### src/hdl/rpvs_pkg.sv
// Package for the reuse-probability victim select unit.
// Holds the fixed field widths and the hit-probability weights of the reuse classes.
// Depends on nothing; every other file of the block uses it.
package rpvs_pkg;

  localparam int WAY_W       = 4;
  localparam int CNT_W       = 16;
  localparam int NUM_CLASSES = 6;
  localparam int WEIGHT_W    = 4;

  // Hit probability of each reuse class in sixteenths.
  localparam logic [WEIGHT_W-1:0] CLASS_WEIGHT [NUM_CLASSES] = '{
    4'd15, 4'd14, 4'd12, 4'd10, 4'd9, 4'd1
  };

endpackage

### src/hdl/rpvs_if.sv
// Channel interfaces of the reuse-probability victim select unit.
// rpvs_cand_if carries one candidate item, rpvs_victim_if one victim item.
// Depends on rpvs_pkg for the field widths.
interface rpvs_cand_if;
  logic                      valid;
  logic                      ready;
  logic [rpvs_pkg::WAY_W-1:0] way;
  logic [rpvs_pkg::CNT_W-1:0] count_d0;
  logic [rpvs_pkg::CNT_W-1:0] count_d1;
  logic [rpvs_pkg::CNT_W-1:0] count_d2;
  logic [rpvs_pkg::CNT_W-1:0] count_d3;
  logic [rpvs_pkg::CNT_W-1:0] count_d4;
  logic [rpvs_pkg::CNT_W-1:0] count_d5;
  logic                      last_candidate;

  modport source (
    output valid, way, count_d0, count_d1, count_d2, count_d3, count_d4, count_d5,
           last_candidate,
    input  ready
  );
  modport sink (
    input  valid, way, count_d0, count_d1, count_d2, count_d3, count_d4, count_d5,
           last_candidate,
    output ready
  );
endinterface

interface rpvs_victim_if;
  logic                      valid;
  logic                      ready;
  logic [rpvs_pkg::WAY_W-1:0] victim_way;

  modport source (output valid, victim_way, input ready);
  modport sink   (input valid, victim_way, output ready);
endinterface

### src/hdl/rpvs_intake.sv
// Input stage: forms the weighted sum and the counter sum of one candidate
// and holds them in the input register. Depends on rpvs_pkg and rpvs_cand_if.
module rpvs_intake #(
  parameter int COUNT_WIDTH = 16
) (
  input  logic                clk,
  input  logic                rst,
  rpvs_cand_if.sink           cand,
  output logic                a_valid,
  input  logic                a_ready,
  output logic [rpvs_pkg::WAY_W-1:0] a_way,
  output logic [((COUNT_WIDTH < rpvs_pkg::CNT_W) ? COUNT_WIDTH : rpvs_pkg::CNT_W)+5:0] a_wsum,
  output logic [((COUNT_WIDTH < rpvs_pkg::CNT_W) ? COUNT_WIDTH : rpvs_pkg::CNT_W)+2:0] a_csum,
  output logic                a_last
);
  import rpvs_pkg::*;

  localparam int CW     = (COUNT_WIDTH < CNT_W) ? COUNT_WIDTH : CNT_W;
  localparam int WSUM_W = CW + 6;
  localparam int CSUM_W = CW + 3;

  logic [CW-1:0]     counts [NUM_CLASSES];
  logic [WSUM_W-1:0] wsum_next;
  logic [CSUM_W-1:0] csum_raw;
  logic [CSUM_W-1:0] csum_next;
  logic              accept;

  assign counts[0] = cand.count_d0[CW-1:0];
  assign counts[1] = cand.count_d1[CW-1:0];
  assign counts[2] = cand.count_d2[CW-1:0];
  assign counts[3] = cand.count_d3[CW-1:0];
  assign counts[4] = cand.count_d4[CW-1:0];
  assign counts[5] = cand.count_d5[CW-1:0];

  always_comb begin
    wsum_next = '0;
    csum_raw  = '0;
    for (int i = 0; i < NUM_CLASSES; i++) begin
      wsum_next = wsum_next + WSUM_W'(counts[i]) * WSUM_W'(CLASS_WEIGHT[i]);
      csum_raw  = csum_raw + CSUM_W'(counts[i]);
    end
    // An all-zero candidate is held as probability zero over a sum of one.
    csum_next = (csum_raw == '0) ? CSUM_W'(1) : csum_raw;
  end

  assign cand.ready = !a_valid || a_ready;
  assign accept     = cand.valid && cand.ready;

  always_ff @(posedge clk) begin
    if (rst) begin
      a_valid <= 1'b0;
    end else if (cand.ready) begin
      a_valid <= cand.valid;
    end
  end

  always_ff @(posedge clk) begin
    if (accept) begin
      a_way  <= cand.way;
      a_wsum <= wsum_next;
      a_csum <= csum_next;
      a_last <= cand.last_candidate;
    end
  end

endmodule

### src/hdl/rpvs_select.sv
// Running-minimum stage: compares each candidate with the best of the set by
// cross-multiplication and loads the victim register on the last candidate.
// Depends on rpvs_pkg and rpvs_victim_if.
module rpvs_select #(
  parameter int COUNT_WIDTH = 16
) (
  input  logic                clk,
  input  logic                rst,
  input  logic                a_valid,
  output logic                a_ready,
  input  logic [rpvs_pkg::WAY_W-1:0] a_way,
  input  logic [((COUNT_WIDTH < rpvs_pkg::CNT_W) ? COUNT_WIDTH : rpvs_pkg::CNT_W)+5:0] a_wsum,
  input  logic [((COUNT_WIDTH < rpvs_pkg::CNT_W) ? COUNT_WIDTH : rpvs_pkg::CNT_W)+2:0] a_csum,
  input  logic                a_last,
  rpvs_victim_if.source       victim
);
  import rpvs_pkg::*;

  localparam int CW     = (COUNT_WIDTH < CNT_W) ? COUNT_WIDTH : CNT_W;
  localparam int WSUM_W = CW + 6;
  localparam int CSUM_W = CW + 3;
  localparam int PROD_W = WSUM_W + CSUM_W;

  logic [WAY_W-1:0]  best_way;
  logic [WSUM_W-1:0] best_wsum;
  logic [CSUM_W-1:0] best_csum;
  logic              have_best;
  logic              out_valid;
  logic [WAY_W-1:0]  out_way;

  logic [PROD_W-1:0] new_cross;
  logic [PROD_W-1:0] best_cross;
  logic              wins;
  logic              proc;
  logic [WAY_W-1:0]  chosen_way;

  assign new_cross  = PROD_W'(a_wsum) * PROD_W'(best_csum);
  assign best_cross = PROD_W'(best_wsum) * PROD_W'(a_csum);
  // Strictly lower only, so the first of equal candidates stays.
  assign wins       = !have_best || (new_cross < best_cross);
  assign chosen_way = wins ? a_way : best_way;

  // Only a last candidate needs room in the victim register.
  assign proc    = a_valid && (!a_last || !out_valid || victim.ready);
  assign a_ready = proc;

  always_ff @(posedge clk) begin
    if (rst) begin
      have_best <= 1'b0;
    end else if (proc) begin
      have_best <= !a_last;
    end
  end

  always_ff @(posedge clk) begin
    if (proc && wins) begin
      best_way  <= a_way;
      best_wsum <= a_wsum;
      best_csum <= a_csum;
    end
  end

  always_ff @(posedge clk) begin
    if (rst) begin
      out_valid <= 1'b0;
    end else if (proc && a_last) begin
      out_valid <= 1'b1;
    end else if (victim.ready) begin
      out_valid <= 1'b0;
    end
  end

  always_ff @(posedge clk) begin
    if (proc && a_last) begin
      out_way <= chosen_way;
    end
  end

  assign victim.valid      = out_valid;
  assign victim.victim_way = out_way;

endmodule

### src/hdl/reuse_probability_victim_select_unit.sv
// Victim select by lowest expected hit probability over the candidates of one set.
// The victim item is registered: a last candidate passes the input register, then loads the victim register.
// Throughput: one candidate item per cycle unless a last candidate waits, set by the compare and update of the best.
// A last candidate waits in the input register only while the victim register is full and victim.ready is low.
// Reset (synchronous, rst high) empties both registers and forgets the best candidate.
// Depends on rpvs_pkg, rpvs_if, rpvs_intake and rpvs_select.
module reuse_probability_victim_select_unit #(
  parameter int COUNT_WIDTH = 16
) (
  input  logic          clk,
  input  logic          rst,
  rpvs_cand_if.sink     cand,
  rpvs_victim_if.source victim
);
  import rpvs_pkg::*;

  localparam int CW     = (COUNT_WIDTH < CNT_W) ? COUNT_WIDTH : CNT_W;
  localparam int WSUM_W = CW + 6;
  localparam int CSUM_W = CW + 3;

  logic              a_valid;
  logic              a_ready;
  logic [WAY_W-1:0]  a_way;
  logic [WSUM_W-1:0] a_wsum;
  logic [CSUM_W-1:0] a_csum;
  logic              a_last;

  rpvs_intake #(
    .COUNT_WIDTH(COUNT_WIDTH)
  ) u_intake (
    .clk    (clk),
    .rst    (rst),
    .cand   (cand),
    .a_valid(a_valid),
    .a_ready(a_ready),
    .a_way  (a_way),
    .a_wsum (a_wsum),
    .a_csum (a_csum),
    .a_last (a_last)
  );

  rpvs_select #(
    .COUNT_WIDTH(COUNT_WIDTH)
  ) u_select (
    .clk    (clk),
    .rst    (rst),
    .a_valid(a_valid),
    .a_ready(a_ready),
    .a_way  (a_way),
    .a_wsum (a_wsum),
    .a_csum (a_csum),
    .a_last (a_last),
    .victim (victim)
  );

endmodule
### src/flat_wrapper.sv
// flat-port wrapper written by rule: the top's interface ports become plain ports
module reuse_probability_victim_select_unit_flat import rpvs_pkg::*;
#(
  parameter int COUNT_WIDTH = 16
)
  (clk, rst, cand_valid, cand_way, cand_count_d0, cand_count_d1, cand_count_d2, cand_count_d3, cand_count_d4, cand_count_d5, cand_last_candidate, cand_ready, victim_valid, victim_victim_way, victim_ready);
  rpvs_cand_if cand_i ();
  rpvs_victim_if victim_i ();
  input  logic clk;
  input  logic rst;
  input wire logic [$bits(cand_i.valid)-1:0] cand_valid;
  input wire logic [$bits(cand_i.way)-1:0] cand_way;
  input wire logic [$bits(cand_i.count_d0)-1:0] cand_count_d0;
  input wire logic [$bits(cand_i.count_d1)-1:0] cand_count_d1;
  input wire logic [$bits(cand_i.count_d2)-1:0] cand_count_d2;
  input wire logic [$bits(cand_i.count_d3)-1:0] cand_count_d3;
  input wire logic [$bits(cand_i.count_d4)-1:0] cand_count_d4;
  input wire logic [$bits(cand_i.count_d5)-1:0] cand_count_d5;
  input wire logic [$bits(cand_i.last_candidate)-1:0] cand_last_candidate;
  output wire logic [$bits(cand_i.ready)-1:0] cand_ready;
  output wire logic [$bits(victim_i.valid)-1:0] victim_valid;
  output wire logic [$bits(victim_i.victim_way)-1:0] victim_victim_way;
  input wire logic [$bits(victim_i.ready)-1:0] victim_ready;
  assign cand_i.valid = cand_valid;
  assign cand_i.way = cand_way;
  assign cand_i.count_d0 = cand_count_d0;
  assign cand_i.count_d1 = cand_count_d1;
  assign cand_i.count_d2 = cand_count_d2;
  assign cand_i.count_d3 = cand_count_d3;
  assign cand_i.count_d4 = cand_count_d4;
  assign cand_i.count_d5 = cand_count_d5;
  assign cand_i.last_candidate = cand_last_candidate;
  assign cand_ready = cand_i.ready;
  assign victim_valid = victim_i.valid;
  assign victim_victim_way = victim_i.victim_way;
  assign victim_i.ready = victim_ready;
  reuse_probability_victim_select_unit #(.COUNT_WIDTH(COUNT_WIDTH)) u_core (.clk(clk), .rst(rst), .cand(cand_i), .victim(victim_i));
endmodule
### config.mk
export PLATFORM = sky130hd
export DESIGN_NAME = reuse_probability_victim_select_unit_flat
export DESIGN_NICKNAME = d
export VERILOG_FILES = /design/src/hdl/rpvs_pkg.sv /design/src/hdl/rpvs_if.sv /design/src/hdl/rpvs_intake.sv /design/src/hdl/rpvs_select.sv /design/src/hdl/reuse_probability_victim_select_unit.sv /design/src/flat_wrapper.sv
export SDC_FILE = /design/constraint.sdc
export NUM_CORES = 2
export LEC_CHECK = 0
export BUFFER_PORTS_ARGS = -buffer_cell sky130_fd_sc_hd__buf_2
export CORE_MARGIN = 5
export CORE_UTILIZATION = 50
export CTS_CLUSTER_SIZE = 10
export DETAILED_ROUTE_END_ITERATION = 8
export PLACE_DENSITY = 0.68
export SLEW_MARGIN = 0
export SYNTH_ARGS = -nofsm -noshare
export SYNTH_HDL_FRONTEND = slang
export SYNTH_HIERARCHICAL = 1
export SYNTH_SLANG_ARGS = --single-unit
### constraint.sdc
create_clock -name clk -period 10.9 [get_ports clk]
set_input_delay 2.18 -clock clk [delete_from_list [all_inputs] [get_ports clk]]
set_output_delay 2.18 -clock clk [all_outputs]
set_load 0.005 [all_outputs]
==> summary.md <==
| Metric | Value |
|---|---|
| Compound-cell area share of the yosys netlist | 7.34% |
| Placeable core area | 0.0817 mm² |
| # hold bufs at CTS | 0 |
| Placed Area | 0.0425 mm² |
| CTS clk-pin slew, worst paths | 0.08 ns |
| Final net count | 5845 |
| #FFs+latches synth | 98 |
| Most frequent cells in the layout | 1075 x inv_1, 888 x fa_1, 474 x nand2_1, 455 x and2_1, 425 x ha_1 |
| # setup viols final | 0 |
| Post-synth EDFFs | 95 |
| Synth Net Count | 5846 |
| Largest net degree at the start of global routing | 47 |
| XOR/XNOR share of the synthesized area | under 10% |
| Congestion Overflow GR | 0 |
| Routed wl met2 | 48.8 mm |
| Initial DRC count | 1858 |
| WL/cell | 18.9 µm |
| CTS tree | yes |
| Post-DP HPWL | 85.5 mm |
| Layout cells sized above 1 | 4.20% |
| Worst-Skew Late Latency | 0.38 ns |
| Yosys warnings | 6 |
| Reg2Reg Setup Slack | between 1 and 1.5 ns |
| Crit path max-delay family | adder cells |
| Final hold viol count | 0 |
| H-Tree Depth | 3 |
| Die height | 296 µm |
| Clock buffer depth | 2 |
| Global-route wire length before repair | 171 mm |
| Fin crit share | 87.8% |
| Initial core utilization | approximately 50% |
| Synth cell types | 85 |
| Fillers | between 7000 and 8000 |
| Kind of end point of the critical path | flip-flop |
| Main combinational cell family by area after synthesis | adder cells |
| Syn_area_per_cell | 9.26 µm² |
| Worst slew margin | 21.8% |
| Highest clock rate | 0.104 GHz |
| Met3 wire length | 6.76 mm |
| Antenna violations before repair | 2 |
| Most used cell, CP | fa_1 |
| Minimum clock period | 9.57 ns |
| Max Used Layer | met4 |
| Critical Path AT | 9.66 ns |
| CP Max Fanout | 27 |
| Outcome | finished, final reports clean |
| Post-Synthesis Cell Area | 0.0410 mm² |
| Worst Skew | 0.0136 ns |
| RSZ-0062 raised after global routing | no |
| Element type at the critical path start | flip-flop |
| CTS Sinks | 98 |
| Cts bufs inserted | 9 |
| Cells after Synth | between 4000 and 5000 |
| Core Rows | 105 |
| Clock root buffer | clkbuf_16 |
| Drt first pass iters | 5 |
| Final setup TNS | 0 ns |
| Placer congestion estimate | 0.914 |
| Mux share of post-synthesis cell area | less than 1% |
| CP bufs+invs | 7 |
| Area growth syn-to-layout | 4.47% |
| Max stage delay on crit path | 1.06 ns |
| Sequential share of the synthesized area | between 7 and 8% |
| Hold Path Class | flip-flop to flip-flop |
| Post-CTS Setup Bufs | 0 |
| Slowest-stage cell, CP | edfxtp_1 |
| Synth Area in Simple Gates | 15.3% |
| Commonest non-fill, non-tap cell in the layout | inv_1 |
| Number of global-route vias before repair | 32100 |
| Post-cts resize count | 0 |
| Design area | 0.0428 mm² |
| Top Ports | 111 |
| Max-cap check violation count | 0 |
| Vias | 29700 |
| Main flop type after synthesis | edfxtp_1 |
| WL final | between 100 and 150 mm |
| DRC | 0 |
| Slew of the pin with the lowest slew margin | 1.16 ns |
| GRT Total Usage | 24.6% |
| Die Footprint | around 0.088 mm² |
| Kind of critical path | flip-flop to flip-flop |
| Post-DR vias/cell | 5.39 |
| Critical Path RT | 10.98 ns |
| Post-synthesis async set-or-reset flop share | 0% |
| Adder-cell area share of the yosys netlist | 56.3% |
| PortBufs | 110 |
| Die Width | 296 µm |
| Final ANT Viol Nets | 0 |
| Slew Viols, Final | 0 |
| Met1 Wirelength | 45.6 mm |
==> routing by layer <==
layer	GRT usage, %	vias up
li1	-	13500
met1	34.9	15000
met3	3.30	137
met2	40.7	1013
met4	5.77	0
met5	0	-
==> worst register-to-register path, delay by kind of cell, from the launching register on <==
kind            cells  cell delay, ns
compound gates     12            2.88
fa+ha+maj           8            3.85
buf+inv             7            0.80
flops               1            1.06
simple gates        4            0.68
==> sequential cells by signal (all words and copies together), names as in the netlist <==
signal and count:
u_core/u_select/victim.valid 1, u_core/u_intake/a_wsum 22, u_core/u_select/best_wsum 22, u_core/u_select/best_way 4, u_core/u_intake/a_csum 19, u_core/u_intake/a_last 1, u_core/u_select/best_csum 19, u_core/u_select/have_best 1
u_core/u_intake/a_way 4, u_core/u_intake/a_valid 1, u_core/u_select/victim.victim_way 4
==> area by class of cell <==
type | instances | area, µm² | area share [%]
tap | 1070 | 1340 | 3.13
inverter | 1075 | 4040 | 9.42
clock inverter | 7 | 53.8 | 0.126
clock buffer | 9 | 225 | 0.526
antenna | 1 | 2.50 | 0.00584
sequential | 98 | 2910 | 6.80
multi-input combinational | 3099 | 33500 | 78.1
timing repair buffer | 144 | 806 | 1.88
==> path summary, 6_finish.rpt <==
| kind | start | end | cells past startpoint |
|---|---|---|---|
| max | u_core/u_select/best_csum[10] | u_core/u_select/best_csum[18] | 31 |
| max reg2reg | u_core/u_select/best_csum[10] | u_core/u_select/best_csum[18] | 31 |
| min reg2reg | u_core/u_intake/a_valid | u_core/u_intake/a_valid | 2 |
| min | u_core/u_intake/a_valid | u_core/u_intake/a_valid | 2 |
==> cell usage after synthesis, drive strengths merged (4+ instances only) <==
library cell,n,area [µm²]
a2111o,4,45.0
a2111oi,10,109
a211o,8,71.3
a211oi,16,120
a21boi,7,52.6
a21o,90,676
a21oi,116,588
a221oi,6,52.6
a31oi,23,150
and2,456,2850
and3,26,163
and4,4,35.0
clkbuf,153,576
edfxtp,95,2850
fa,888,17800
ha,425,5320
inv,1075,4040
nand2,474,1780
nand2b,15,93.8
nand3,42,215
nand3b,4,30.0
nand4,29,181
nor2,78,293
nor2b,24,150
nor3,31,165
nor3b,4,30.0
o2111ai,4,35.0
o211ai,14,105
o21a,22,165
o21ai,59,295
o21bai,10,75.1
o311ai,10,105
o31a,7,61.3
o31ai,6,50.1
or2,7,43.8
or3,10,67.6
xnor2,72,631
xor2,49,429
==> metrics by stage <==
stage,hold WS (ns),utilization (%),std cells,worst slack (ns)
floorplan,0.424,-,4428,1.93
global placement,0.505,52.1,5486,1.58
detailed placement,0.507,52.1,5486,1.48
CTS,0.519,52.4,5502,1.42
global route,0.549,52.4,5502,0.790
finish,0.516,52.4,5503,1.33
==> kinds of logic (layout without fill, tap and decap cells) <==
logic type | Yosys count | count (layout)
other | 0 | 1
adders and majority gates | 1313 | 1313
muxes | 2 | 2
AOI/OAI and AO/OA | 440 | 440
and+or+nand+nor | 1223 | 1223
buffers and inverters | 1231 | 1235
xor gates and xnor gates | 121 | 121
DFF | 98 | 98
Power is not shown: default switching activity piles up to over one toggle a cycle in this logic, so the estimate is an artifact.
